$ cat config.mk
export PLATFORM = sky130hd
export DESIGN_NAME = phbm_cell
export DESIGN_NICKNAME = d
export VERILOG_FILES = /design/src/design/phbm_pkg.sv /design/src/design/phbm_cell.sv
export VERILOG_INCLUDE_DIRS = /design/src /design/src/design
export SDC_FILE = /design/constraint.sdc
export NUM_CORES = 1
export LEC_CHECK = 0
export BUFFER_PORTS_ARGS = -buffer_cell sky130_fd_sc_hd__buf_2
export CAP_MARGIN = 20
export CORE_UTILIZATION = 50
export DETAILED_ROUTE_END_ITERATION = 6
export PLACE_DENSITY = 0.71
export SLEW_MARGIN = 20
export SYNTH_ARGS = -nofsm -noshare
export SYNTH_HDL_FRONTEND = slang
export SYNTH_SLANG_ARGS = --single-unit
$ cat constraint.sdc
create_clock -name i_clk -period 4.4 [get_ports i_clk]
set_input_delay 0.44 -clock i_clk [delete_from_list [all_inputs] [get_ports i_clk]]
set_output_delay 0.44 -clock i_clk [all_outputs]
set_load 0.05 [all_outputs]
$ cat src/design/per_host_bandwidth_meter_defines.svh
// ----------------------------------------------------------------------------
// per_host_bandwidth_meter_defines
// assertion macros for the per-host bandwidth meter
// ----------------------------------------------------------------------------
`ifndef PER_HOST_BANDWIDTH_METER_DEFINES_SVH
`define PER_HOST_BANDWIDTH_METER_DEFINES_SVH
`ifndef SYNTHESIS
`define PHBM_ASSERT(label, clk, rst_n, prop, msg) \
    label: assert property (@(posedge clk) disable iff (!rst_n) prop) else $error(msg);
`define PHBM_ASSERT_RST(label, clk, prop, msg) \
    label: assert property (@(posedge clk) prop) else $error(msg);
`else
`define PHBM_ASSERT(label, clk, rst_n, prop, msg)
`define PHBM_ASSERT_RST(label, clk, prop, msg)
`endif
`endif

$ cat src/design/phbm_pkg.sv
// ----------------------------------------------------------------------------
// phbm_pkg
// shared types and constants of the per-host bandwidth meter
// ----------------------------------------------------------------------------
`default_nettype none
package phbm_pkg;
    localparam int unsigned TableEntries = 64;
    localparam logic [3:0]  IntervalShiftRst = 4'd3;
    localparam logic [15:0] AgingSecondsRst = 16'd300;
    localparam int unsigned RateBase = 10;

    localparam logic [1:0] FuncPacket = 2'd0;
    localparam logic [1:0] FuncTick   = 2'd1;
    localparam logic [1:0] FuncRead   = 2'd2;

    localparam logic [1:0] DirDown = 2'd1;
    localparam logic [1:0] DirUp   = 2'd2;

    localparam logic [2:0] StCounted = 3'd0;
    localparam logic [2:0] StNew     = 3'd1;
    localparam logic [2:0] StIgnored = 3'd2;
    localparam logic [2:0] StFull    = 3'd3;
    localparam logic [2:0] StTick    = 3'd4;
    localparam logic [2:0] StRead    = 3'd5;

    localparam logic RegIntervalShift = 1'b0;
    localparam logic RegAgingSeconds  = 1'b1;

    typedef enum logic [1:0] {
        t_IDLE,
        t_WORK,
        t_DONE
    } t_state;

    // command broadcast to every cell
    typedef struct packed {
        logic        pkt;
        logic        tick;
        logic        up;
        logic        alloc;
        logic [31:0] addr;
        logic [15:0] len;
        logic [3:0]  shift;
        logic [15:0] aging;
    } t_cmd;

    // chain carrying the first-free search
    typedef struct packed {
        logic free_seen;
    } t_link;
endpackage
`default_nettype wire

$ cat src/design/phbm_cell.sv
// ----------------------------------------------------------------------------
// phbm_cell
// one table slot: address compare, counters, rate and ageing
// ----------------------------------------------------------------------------
`default_nettype none
`include "per_host_bandwidth_meter_defines.svh"
module phbm_cell (
    input  wire logic           i_clk,
    input  wire logic           i_rst_n,
    input  wire phbm_pkg::t_cmd i_cmd,
    input  wire phbm_pkg::t_link i_link,
    output phbm_pkg::t_link     o_link,
    output logic                o_hit,
    output logic                o_valid,
    output logic [31:0]         o_addr,
    output logic [21:0]         o_down_rate,
    output logic [21:0]         o_up_rate,
    output logic [15:0]         o_down_cnt,
    output logic [15:0]         o_up_pkts
);
    logic        r_valid;
    logic [31:0] r_addr;
    logic [15:0] r_up_pkts, r_down_cnt, r_idle;
    logic [31:0] r_up_bytes, r_down_bytes;
    logic [21:0] r_up_rate, r_down_rate;
    logic        n_valid;
    logic [15:0] n_idle;
    logic        take;
    logic        mine;
    logic [31:0] aged;
    logic [4:0]  rsh;

    assign o_hit = r_valid && (r_addr == i_cmd.addr);
    assign take  = !r_valid && !i_link.free_seen;
    assign o_link.free_seen = i_link.free_seen || !r_valid;
    assign mine  = i_cmd.pkt && (o_hit || (i_cmd.alloc && take));
    assign n_idle = (r_idle == 16'hFFFF) ? r_idle : r_idle + 16'd1;
    assign aged   = 32'(n_idle) << i_cmd.shift;
    assign rsh    = 5'(phbm_pkg::RateBase) + 5'(i_cmd.shift);

    always_comb begin
        n_valid = r_valid;
        if (i_cmd.tick && r_valid && r_up_bytes == 32'd0 && aged >= 32'(i_cmd.aging)) begin
            n_valid = 1'b0;
        end
        if (i_cmd.pkt && i_cmd.alloc && take) begin
            n_valid = 1'b1;
        end
    end

    always_ff @(posedge i_clk) begin
        if (!i_rst_n) begin
            r_valid <= 1'b0;
        end else begin
            r_valid <= n_valid;
        end
    end

    always_ff @(posedge i_clk) begin
        if (i_cmd.pkt && i_cmd.alloc && take) begin
            r_addr       <= i_cmd.addr;
            r_up_pkts    <= i_cmd.up ? 16'd1 : 16'd0;
            r_down_cnt   <= i_cmd.up ? 16'd0 : 16'd1;
            r_up_bytes   <= i_cmd.up ? 32'(i_cmd.len) : 32'd0;
            r_down_bytes <= i_cmd.up ? 32'd0 : 32'(i_cmd.len);
            r_up_rate    <= '0;
            r_down_rate  <= '0;
            r_idle       <= '0;
        end else if (mine) begin
            if (i_cmd.up) begin
                r_up_pkts  <= r_up_pkts + 16'd1;
                r_up_bytes <= r_up_bytes + 32'(i_cmd.len);
            end else begin
                r_down_cnt   <= r_down_cnt + 16'd1;
                r_down_bytes <= r_down_bytes + 32'(i_cmd.len);
            end
        end else if (i_cmd.tick && r_valid) begin
            r_idle       <= (r_up_bytes == 32'd0) ? n_idle : 16'd0;
            r_up_rate    <= 22'(r_up_bytes >> rsh);
            r_down_rate  <= 22'(r_down_bytes >> rsh);
            r_up_bytes   <= '0;
            r_down_bytes <= '0;
        end
    end

    assign o_valid     = r_valid;
    assign o_addr      = r_addr;
    assign o_down_rate = r_down_rate;
    assign o_up_rate   = r_up_rate;
    assign o_down_cnt  = r_down_cnt;
    assign o_up_pkts   = r_up_pkts;

    `PHBM_ASSERT(a_alloc_sets_valid, i_clk, i_rst_n,
        (i_cmd.pkt && i_cmd.alloc && take) |=> r_valid, "allocated slot not live")
    `PHBM_ASSERT(a_no_double_use, i_clk, i_rst_n,
        !(o_hit && take), "free slot reports a hit")
    `PHBM_ASSERT_RST(a_reset_clears, i_clk,
        !i_rst_n |=> !r_valid, "slot live after reset")
endmodule
`default_nettype wire

# Word-level counts from Yosys, hierarchy flattened
# Cells that the tools add are included.
[classes]
n_addsub = 6
n_mul = 0
div = 0
magnitude_cmp = 1
n_eq_ne = 5
n_shift = 3
mux = 21
bitwise = 1
reduce_logical = 23
[ops]
columns = ["cell", "count"]
rows = [
  ["2-to-1 mux 32 bit", 7],
  ["2-to-1 mux 16 bit", 10],
  ["adder 32 x 16 -> 32 bit", 2],
  [">> shifter 32 x 5 -> 22 bit", 2],
  ["adder 16 x 1 -> 16 bit, second input constant", 3],
  ["== test 32 bit", 1],
  ["greater-or-equal comparator 32 x 16 -> 1 bit", 1],
  ["zero test 32 bit", 1],
  ["<< shifter 16 x 4 -> 32 bit", 1],
  ["== test 16 bit, second input constant", 1],
  ["AND reduction 2 bit", 5],
  ["logical AND 1 bit", 9],
  ["inequality test 3 x 2 -> 1 bit, second input constant", 2],
  ["nonzero test 2 bit", 3],
  ["adder 4 x 4 -> 5 bit, first input constant", 1],
  ["2-to-1 mux 1 bit", 4],
  ["nonzero test 3 bit", 1],
  ["zero test 1 bit", 2],
  ["logical OR 1 bit", 2],
  ["inequality test 2 x 1 -> 1 bit, second input constant", 1],
  ["inverter 1 bit", 1],
]
[word_totals]
ff_bits = 189
latch_bits = 0
mem_bits_rw = 0
mem_bits_ro = 0
elab_cells = 69
mem_count = 0

# Depth between registers and ports, before layout
[depth]
depth_word = 7
mapped_depth = 19

# Worst setup path after synthesis
# OpenSTA, ideal clock, no wires.
[synth_path]
path_kind = "register to register"
from = "register r_addr[5] (netlist: o_addr[5])"
to = "register r_up_bytes[0] (enable)"
setup_ns = 0.394
arrival_ns = 3.742
required_ns = 4.006
slack_ns = 0.264
stages_incl_launch_ff = 8
n_path_buf = 1
period_less_slack_ns = 4.136
path_cell_list = "edfxtp_1 > xnor2_1 > nand4_1 > nor4_1 > nand4_1 > buf_2 > o21ai_0 > nand2b_1"
[synth_via]
elab_chain_len = 6
elab_cells_between_ends = 7
cone_classes = "eq/ne: 2; reduce/logical: 5"
[synth_rtl]
columns = ["element", "line", "source"]
rows = [
  ["start: declaration", "phbm_cell.sv:22", "logic [31:0] r_addr;"],
  ["start signal: assignment", "phbm_cell.sv:61", "r_addr <= i_cmd.addr;"],
  ["== test 32 bit (*)", "phbm_cell.sv:33", "assign o_hit = r_valid && (r_addr == i_cmd.addr);"],
  ["logical AND 1 bit (*)", "phbm_cell.sv:33", ""],
  ["logical OR 1 bit (*)", "phbm_cell.sv:36", "assign mine = i_cmd.pkt && (o_hit || (i_cmd.alloc && take));"],
  ["logical AND 1 bit (*)", "phbm_cell.sv:36", ""],
  ["inequality test 3 x 2 -> 1 bit (no source line) or nonzero test 3 bit (tied branches)", "-", ""],
  ["AND reduction 2 bit (no source line) (*)", "-", ""],
  ["end signal: assignment", "phbm_cell.sv:64", "r_up_bytes <= i_cmd.up ? 32'(i_cmd.len) : 32'd0;"],
  ["end signal: assignment", "phbm_cell.sv:72", "r_up_bytes <= r_up_bytes + 32'(i_cmd.len);"],
  ["end: declaration", "phbm_cell.sv:24", "logic [31:0] r_up_bytes, r_down_bytes;"],
]
# Every way passes the cells marked *; elsewhere a longest branch is shown, timed or not.
# A chain may end at the register's enable or synchronous reset.

# Final worst setup path
[layout_path]
from = "register r_idle[0]"
to = "register r_valid (netlist: o_valid)"
[layout_via]
elab_chain_len = 6
elab_cells_between_ends = 7
cone_classes = "add/sub: 1; order compare: 1; eq/ne: 1; shift: 1; mux: 1; reduce/logical: 2"
[layout_rtl]
columns = ["element", "line", "source"]
rows = [
  ["start: declaration", "phbm_cell.sv:23", "logic [15:0] r_up_pkts, r_down_cnt, r_idle;"],
  ["start signal: assignment", "phbm_cell.sv:78", "r_idle <= (r_up_bytes == 32'd0) ? n_idle : 16'd0;"],
  ["adder 16 x 1 -> 16 bit or == test 16 bit (tied branches)", "phbm_cell.sv:37", "assign n_idle = (r_idle == 16'hFFFF) ? r_idle : r_idle + 16'd1;"],
  ["2-to-1 mux 16 bit (*)", "phbm_cell.sv:37", ""],
  ["<< shifter 16 x 4 -> 32 bit (*)", "phbm_cell.sv:38", "assign aged = 32'(n_idle) << i_cmd.shift;"],
  ["greater-or-equal comparator 32 x 16 -> 1 bit (*)", "phbm_cell.sv:43", "if (i_cmd.tick && r_valid && r_up_bytes == 32'd0 && aged >= 32'(i_cmd.aging)) begin"],
  ["logical AND 1 bit (*)", "phbm_cell.sv:43", ""],
  ["nonzero test 2 bit (no source line) (*)", "-", ""],
  ["end signal: assignment", "phbm_cell.sv:55", "r_valid <= n_valid;"],
  ["end: declaration", "phbm_cell.sv:21", "logic r_valid;"],
]
# Marks and branches as above.

==> results.py <==
metrics = {
    "placed_design": {
        "pre_cts_slack_ps": 348,
        "numPortBuffers": 185,
        "place_area_um2": 14300,
        "gp_congestion": 0.989,
        "dp_hpwl_um": 26500,
    },
    "synth": {
        "synth_warnings": 0,
        "synth_cell_types": 77,
        "synth-main-ff-cell": "edfxtp_1",
        "synth.most_common_cell": "nand2_1",
        "yosysTopAreaCell": "edfxtp_1",
        "synth_seq_cells": 189,
        "syn_area_um2": 13100,
        "synth.top_cell.area_share": 0.293,
        "synth_common_cells": "nand2_1 (167), a21oi_1 (139), nor2_1 (129), edfxtp_1 (128), o21ai_0 (106)",
        "synth_area_leaders": "edfxtp_1 (29%), dfxtp_1 (9.3%), a21oi_1 (5.3%), ha_1 (4.9%), nand2_1 (4.8%)",
        "async_reset_ff_frac": 0,
        "yosysSeqAreaShare": 0.386,
        "syn_nets": 1629,
        "syn-instance-count": 1501,
        "synth_edf_count": 128,
        "synth_area_per_cell_um2": 8.74,
    },
    "clock_network": {
        "clk_path_buf_depth": 2,
        "cts_root_buf": "clkbuf_16",
        "cts_tree": "built",
        "cts_htree_levels": 4,
        "cts.sinks": 189,
        "ctsHoldBuffers": 0,
        "path_clk_slew_ps": 80,
        "numCtsBuffers": 17,
        "clk_latency_ps": 440,
    },
    "sta": {
        "maxSlewViolCount": 0,
        "post-route-min-period_ps": 4070,
        "fin_skew_ps": 18.3,
        "fin_crit_sh": 0.926,
        "fin_tns_setup_ps": 0,
        "relSlewSlack": 0.382,
        "clock.fmax_mhz": 245,
        "fin_ws_ps": 325,
        "finalHoldViolCount": 0,
        "grt_setup_unrepaired": "false",
        "worst_slew_pin_slew_ps": 926,
        "setup_viol": 0,
    },
    "detailed_routing": {
        "vias": 12100,
        "dr.pass1.iters": 7,
        "avgRoutedWirePerCell_um": 18.2,
        "via_per_inst": 6.10,
        "drtIter0Drc": 1133,
        "detail-route-antenna-nets": 0,
        "wirelength_um": 36100,
        "post-route-drc-count": 0,
    },
    "die": {
        "ios": 186,
        "die_x_um": 164,
        "die-area_um2": 26900,
        "start_util": 0.515,
        "die_h_um": 164,
        "coreArea_um2": 25500,
        "rows": 58,
    },
    "run_status": {
        "outcome": "completed",
    },
    "finish": {
        "final_core_util": 0.583,
        "n_antenna_cell": 0,
        "fill_cells": 2295,
        "multi_input_area_um2": 7470,
        "area_delta_synth_final_pct": 13.3,
        "drive_gt1_frac": 0.175,
        "stdcell_area_um2": 14900,
        "nNetsFinal": 1764,
        "register_area_um2": 5060,
    },
    "grt": {
        "grt_remaining_overflow": 0,
        "grt_pass1_vias": 11100,
        "grtUsageTotal": 0.268,
        "grt_max_degree": 81,
        "antenna_found_initial": 0,
        "grt_pass1_wl_um": 57500,
    },
    "power": {
        "sequentialPowerShare": 0.434,
        "p_per_area_nw_per_um2": 337,
        "combPwrFrac": 0.262,
        "vdd_drop_max_mv": 0.311,
        "p_clk_frac": 0.304,
        "p_switching_w": 0.00180,
        "p_int_w": 0.00320,
        "switching_share": 0.360,
        "p_leak_nw": 5.83,
    },
    "critical_path": {
        "rr_startpoint": "r_idle[0]$_SDFFE_PP0P_",
        "worst-r2r-cell-count": 17,
        "cp_slowest_cell": "dfxtp_1",
        "r2r-end": "o_valid$_SDFFE_PN0P_",
        "startpoint": "r_idle[0]$_SDFFE_PP0P_",
        "end_kind": "register",
        "reg2reg_slack_ps": 330,
        "path_max_fanout": 8,
        "max_stage_delay_ps": 490,
        "arrival_ps": 4400,
        "required_ps": 4720,
        "crit_end": "o_valid$_SDFFE_PN0P_",
        "critPathLaunchType": "register",
        "path_cells": "ha_1, buf_4, and4_1, nand4_4, mux2i_1, mux2i_1, a22oi_1, nand2_1, and3_1, ha_1, o21a_1, nand3_1, nor3_1, o21ai_0, a211o_1, a41oi_2, o21ai_1",
        "crit_type": "reg -> reg",
    },
    "hold_path": {
        "hold_path_class": "in -> reg",
    },
    "flow_run": {
        "drv_cap": 0,
    },
}
## worst max-delay path, delay by kind of cell, from the launching register on
family / cells / cell delay, ps
AO/OA/AOI/OAI: 6 / 1160
adder cells (fa/ha/maj): 2 / 560
buffers and inverters: 1 / 180
flip-flops: 1 / 490
multiplexers: 2 / 380
AND/OR/NAND/NOR: 6 / 1200
## worst min path at each step
stage                     depth (start not counted)                    startpoint                      endpoint
after floorplan                                   2        r_idle[1]$_SDFFE_PP0P_        r_idle[1]$_SDFFE_PP0P_
after global placement                            2   o_down_rate[8]$_SDFFE_PP0P_   o_down_rate[8]$_SDFFE_PP0P_
after detailed placement                          2  o_down_rate[20]$_SDFFE_PP0P_  o_down_rate[20]$_SDFFE_PP0P_
after CTS                                         1                     i_cmd[40]           o_addr[4]$_DFFE_PP_
after global routing                              1                     i_cmd[44]           o_addr[8]$_DFFE_PP_
final                                             1                     i_cmd[40]           o_addr[4]$_DFFE_PP_
## routing by layer
metal,up-vias,GRT usage,part of all wire
li1,5835,-,-
met1,5716,0.386,0.48
met2,461,0.412,0.43
met3,57,0.0396,0.067
met4,0,0.0867,0.023
met5,-,0,0
## flip-flops by register name, summed over array words and instances, names as in the netlist
signal and flops:
o_addr 32, r_down_bytes 32, o_up_rate 22, o_down_cnt 16, r_up_bytes 32, r_idle 16, o_valid 1, o_down_rate 22
o_up_pkts 16
## cell usage in the layout (no fill, tap or decap), drive strengths merged, types with 10 or more instances in the layout
| cell type | Yosys | routed |
|---|---|---|
| xnor2 | 57 | 57 |
| buf | 34 | 216 |
| nand4 | 28 | 28 |
| o21a | 10 | 10 |
| mux2 | 18 | 18 |
| a211oi | 36 | 36 |
| o21ai | 108 | 108 |
| a31oi | 12 | 12 |
| and3 | 24 | 24 |
| inv | 48 | 57 |
| nand3 | 58 | 58 |
| xor2 | 29 | 29 |
| dfxtp | 61 | 61 |
| a21o | 20 | 20 |
| edfxtp | 128 | 128 |
| nand2 | 167 | 167 |
| nor2 | 129 | 129 |
| clkbuf | 66 | 18 |
| o31ai | 13 | 13 |
| ha | 51 | 51 |
| mux2i | 45 | 45 |
| a21oi | 139 | 139 |
| or3 | 32 | 32 |
| nor3 | 43 | 43 |
| o211ai | 18 | 18 |
## repair_timing
item,CTS,global route
setup endpoints to repair,0,1
gates resized for setup,0,2
setup buffers,0,0
## metrics by stage
step | hold slack [ps] | power, W | std cells
after floorplan | 535 | 0.00316 | 1501
after global placement | 440 | 0.00349 | 1947
after detailed placement | 443 | 0.00351 | 1947
after CTS | 178 | 0.00502 | 1979
after global routing | 175 | 0.00523 | 1979
final | 195 | 0.00501 | 1979
## cell families after synthesis
group	synth area share
adder cells (fa/ha/maj)	0.0517
XOR/XNOR	0.0574
flip-flops	0.386
AO/OA/AOI/OAI	0.207
buffers and inverters	0.0456
multiplexers	0.0550
AND/OR/NAND/NOR	0.197
## power groups by stage
stage               registers, W  logic, W  clock network [W]
floorplan                0.00254  0.000616                  0
global placement         0.00220   0.00128                  0
detailed placement       0.00221   0.00130                  0
CTS                      0.00217   0.00131            0.00154
global route             0.00219   0.00142            0.00162
finish                   0.00217   0.00131            0.00152
## cell type report
type	instances	share of cell area
Multi-Input combinational cell	1164	0.503
Sequential cell	189	0.341
Timing Repair Buffer	216	0.0788
Clock buffer	18	0.0289
Tap cell	330	0.0278
Inverter	48	0.0123
Clock inverter	14	0.00867
(Power assumes the default switching activity.)
